`config.mk`:
```
export PLATFORM = sky130hd
export DESIGN_NAME = sts_regs
export DESIGN_NICKNAME = d
export VERILOG_FILES = /design/src/hw/rtl/assert_macros.svh /design/src/hw/rtl/sts_pkg.sv /design/src/hw/rtl/sts_regs.sv
export SDC_FILE = /design/constraint.sdc
export NUM_CORES = 1
export LEC_CHECK = 0
export BUFFER_PORTS_ARGS = -buffer_cell sky130_fd_sc_hd__buf_2
export CAP_MARGIN = 40
export CELL_PAD_IN_SITES_DETAIL_PLACEMENT = 1
export CELL_PAD_IN_SITES_GLOBAL_PLACEMENT = 1
export CORE_MARGIN = 2
export CORE_UTILIZATION = 23
export CTS_CLUSTER_SIZE = 40
export DETAILED_ROUTE_END_ITERATION = 10
export GPL_TIMING_DRIVEN = 1
export PLACE_DENSITY_LB_ADDON = 0.1
export SYNTH_ARGS = -nofsm -noshare
export SYNTH_HDL_FRONTEND = slang
export SYNTH_SLANG_ARGS = --single-unit
```
`constraint.sdc`:
```
create_clock -name clk -period 1.9 [get_ports clk]
set_clock_uncertainty 0.15 [all_clocks]
set_input_delay 0.19 -clock clk [delete_from_list [all_inputs] [get_ports clk]]
set_output_delay 0.19 -clock clk [all_outputs]
set_load 0.005 [all_outputs]
```
`src/hw/rtl/assert_macros.svh`:
```
// Assertion macros for the RTL of the table search block (included by sts_search.sv).
`ifndef ASSERT_MACROS_SVH
`define ASSERT_MACROS_SVH

// Same-cycle implication, disabled while reset is asserted.
`define STS_ASSERT_IMP(label, clk, rst_n, ante, cons) \
    label: assert property (@(posedge clk) disable iff (!rst_n) (ante) |-> (cons)) \
        else $error("same-cycle check failed");

// Next-cycle implication, disabled while reset is asserted.
`define STS_ASSERT_NXT(label, clk, rst_n, ante, cons) \
    label: assert property (@(posedge clk) disable iff (!rst_n) (ante) |=> (cons)) \
        else $error("next-cycle check failed");

`endif

```
`src/hw/rtl/sts_pkg.sv`:
```
// Shared constants for the sorted table search block.
package sts_pkg;

    localparam int TABLE_DEPTH_DEF = 1024;

    localparam int COUNT_W = 11;
    localparam int INDEX_W = 10;
    localparam int WORD_W  = 32;
    localparam int POS_W   = 10;

    localparam int ADDR_W  = 3;
    localparam int DATA_W  = 32;

    localparam logic REQ_WRITE  = 1'b0;
    localparam logic REQ_SEARCH = 1'b1;

    localparam logic [ADDR_W-3:0] REG_ENTRY_COUNT = '0;

endpackage

```
`src/hw/rtl/sts_regs.sv`:
```
// Configuration register file holding the entry count behind an APB-style port.
module sts_regs (
    input  logic                       clk,
    input  logic                       rst_n,
    input  logic                       psel,
    input  logic                       penable,
    input  logic                       pwrite,
    input  logic [sts_pkg::ADDR_W-1:0] paddr,
    input  logic [sts_pkg::DATA_W-1:0] pwdata,
    output logic [sts_pkg::DATA_W-1:0] prdata,
    output logic                       pready,
    output logic [sts_pkg::COUNT_W-1:0] entry_count
);
    import sts_pkg::*;

    logic [COUNT_W-1:0] count_reg;
    logic               hit_count;

    assign hit_count   = (paddr[ADDR_W-1:2] == REG_ENTRY_COUNT);
    assign pready      = 1'b1;
    assign entry_count = count_reg;

    always_comb
    begin
        prdata = '0;
        if (hit_count)
        begin
            prdata = DATA_W'(count_reg);
        end
    end

    always_ff @(posedge clk or negedge rst_n)
    begin
        if (!rst_n)
        begin
            count_reg <= '0;
        end
        else if (psel && penable && pwrite && pready && hit_count)
        begin
            count_reg <= pwdata[COUNT_W-1:0];
        end
    end

endmodule

```
==> impl_metrics.py <==
metrics = {
    "synth": {
        "async_flop_share_pct": 100,
        "synth_commonest_cells": "22 x buf_4, 11 x dfrtp_1, 10 x mux2_4, 10 x nor2b_1, 2 x conb_1",
        "synth_edf_count": 0,
        "synth_area_um2": 718,
        "synth_top_area_share_pct": 38.3,
        "synth.distinct_cells": 10,
        "synth_area_leader_cell": "dfrtp_1",
        "synth_cells": 60,
        "yosysMostFrequentCell": "buf_4",
        "synth-seq-cells": 11,
        "ys.flop_type": "dfrtp_1",
        "synth.area.top_cells": "dfrtp_1 38%, buf_4 23%, mux2_4 21%",
        "yosys_warnings": 0,
        "synth_area_per_cell_um2": 12.0,
        "synth_seq_area_share_pct": 38.3,
    },
    "timing": {
        "final_hold_viol_count": 0,
        "drv_slew": 0,
        "rsz0062_at_grt": "false",
        "tns_ns": 0,
        "max_freq_mhz": 787,
        "fin_crit_sh_pct": 66.9,
        "setup_violations": 0,
        "post-route-min-period_ns": 1.27,
    },
    "setup_path": {
        "r2r_slack_ns": 0.98,
        "worstSetupPathType": "reg -> out",
        "path_max_fanout": 3,
        "r2r-end": "entry_count[1]",
        "cp.arrival_ns": 0.93,
        "cp-end-kind": "output port",
        "required_ns": 1.56,
        "rr_startpoint": "entry_count[1]",
        "rr_worst_depth": 1,
        "crit_path_start_kind": "flip-flop",
    },
    "layout": {
        "seq_area_um2": 275,
        "largest_reg_flops": 11,
        "multi_input_area_um2": 338,
        "drive_above_1_share_pct": 48.2,
        "fill_cells": 360,
        "final_util_pct": 33.0,
        "synthToLayoutAreaGrowth_pct": 38.0,
        "nets": 151,
        "antennaDiodeCount": 0,
    },
    "global_route": {
        "grt_pass1_vias": 467,
        "grtUsageTotal_pct": 8.76,
        "grt_max_degree": 13,
        "antenna_found_initial": 0,
        "grt_overflow": 0,
        "grt_pass1_wl_mm": 2.21,
    },
    "floorplanning": {
        "die_w_um": 59.9,
        "die_h_um": 59.9,
        "rows": 20,
        "io_pins": 84,
        "initial_utilization_pct": 23.9,
        "die-area_um2": 3590,
        "coreArea_um2": 3000,
    },
    "power": {
        "clkPwrFrac_pct": 21.6,
        "seq_power_share_pct": 43.9,
        "power.internal_uw": 533,
        "leakage_uw": 0.000573,
        "p_sw_share_pct": 27.3,
        "powerDensity_nw_per_um2": 740,
        "switchingPower_uw": 200,
        "max-vdd-ir-drop_v": 0.000164,
        "comb_power_share_pct": 34.6,
    },
    "cts": {
        "root_buffer": "clkbuf_4",
        "clk_pin_slew_ns": 0.07,
        "cts_tree": "yes",
        "htree_levels": 1,
        "clk_latency_ns": 0.26,
        "postCtsSetupRepairBufs": 0,
        "clock-sinks": 11,
        "cts_resized": 0,
        "ctsLongestPathBuffers": 2,
        "cts_buffers": 3,
    },
    "routing": {
        "ant_nets": 0,
        "post_drt_wl_per_cell_um": 10.5,
        "drtIter0Drc": 11,
        "drt-pass1-iter-count": 2,
        "vias_per_cell": 3.66,
        "wl_mm": 1.50,
        "num_vias": 523,
        "drc_errors": 0,
    },
    "outcome": {
        "status": "completed",
    },
    "place": {
        "place.gp.congestion": 0.640,
        "hpwlAfterDp_mm": 1.11,
        "io_buffers": 38,
    },
    "job": {
        "drv_cap": 0,
    },
    "hold_path": {
        "hold_path_class": "in -> async",
    },
}
[logic make-up after synthesis]
group | share of synthesized area [%]
buffers and inverters | 25.1
AND/OR/NAND/NOR | 13.1
multiplexers | 22.5
flip-flops | 38.3
other | 1.05
[power by group through the flow]
stage / clock [uW] / sequential, uW / combinational [uW]
final: 158 / 322 / 253
after global routing: 185 / 333 / 280
after CTS: 170 / 323 / 252
after detailed placement: 0 / 327 / 237
after global placement: 0 / 325 / 237
after floorplan: 0 / 327 / 154
[metal layers]
metal | vias up | track usage [%] | part of all wire, %
li1 | 247 | - | -
met1 | 239 | 11.3 | 46
met2 | 35 | 12.6 | 43
met3 | 2 | 1.95 | 9.8
met4 | 0 | 6.67 | 1.1
met5 | - | 0 | 0
[worst max-delay path: stages, from the launching register on]
cell and delay [ns]:
dfrtp_1 0.40, nor2b_1 0.14, buf_2 0.13
[worst max-delay path by stage]
stage	depth (start not counted)	from	to
after global placement	3	paddr[2]	entry_count[9]
after detailed placement	3	paddr[2]	entry_count[4]
after floorplan	3	paddr[2]	entry_count[0]
after global routing	2	entry_count[1]	prdata[1]
final	2	entry_count[1]	prdata[1]
after CTS	2	entry_count[1]	prdata[1]
[per-stage QoR]
stage | hold slack [ns] | power (uW) | instance area [um^2] | setup slack [ns] | instances
detailed placement | -0.0717 | 565 | 845 | 0.441 | 127
global route | 0.218 | 797 | 991 | 0.570 | 143
global placement | -0.0687 | 562 | 845 | 0.433 | 127
floorplan | -0.256 | 482 | 793 | 0.832 | 80
finish | 0.197 | 733 | 991 | 0.629 | 143
CTS | 0.000545 | 745 | 961 | 0.609 | 140
[cell usage in the layout, fill, tap and decap left out, drive strengths merged]
cell	count
and2b	1
buf	38
clkbuf	4
conb	22
dfrtp	11
dlygate4sd3	12
mux2	11
nand4b	1
nor2b	10
[layout make-up]
cell class                 count  area share (%)
timing repair buffer          50            31.3
tap                           33            4.17
multi-input combinational     45            34.1
clock buffer                   4            2.65
sequential                    11            27.8
[timing repair]
action                     4_1_cts  5_1_grt
hold endpoints to repair        19        3
hold buffers                     9        3
setup endpoints to repair        0        0
Power figures use the tool's default switching activity.
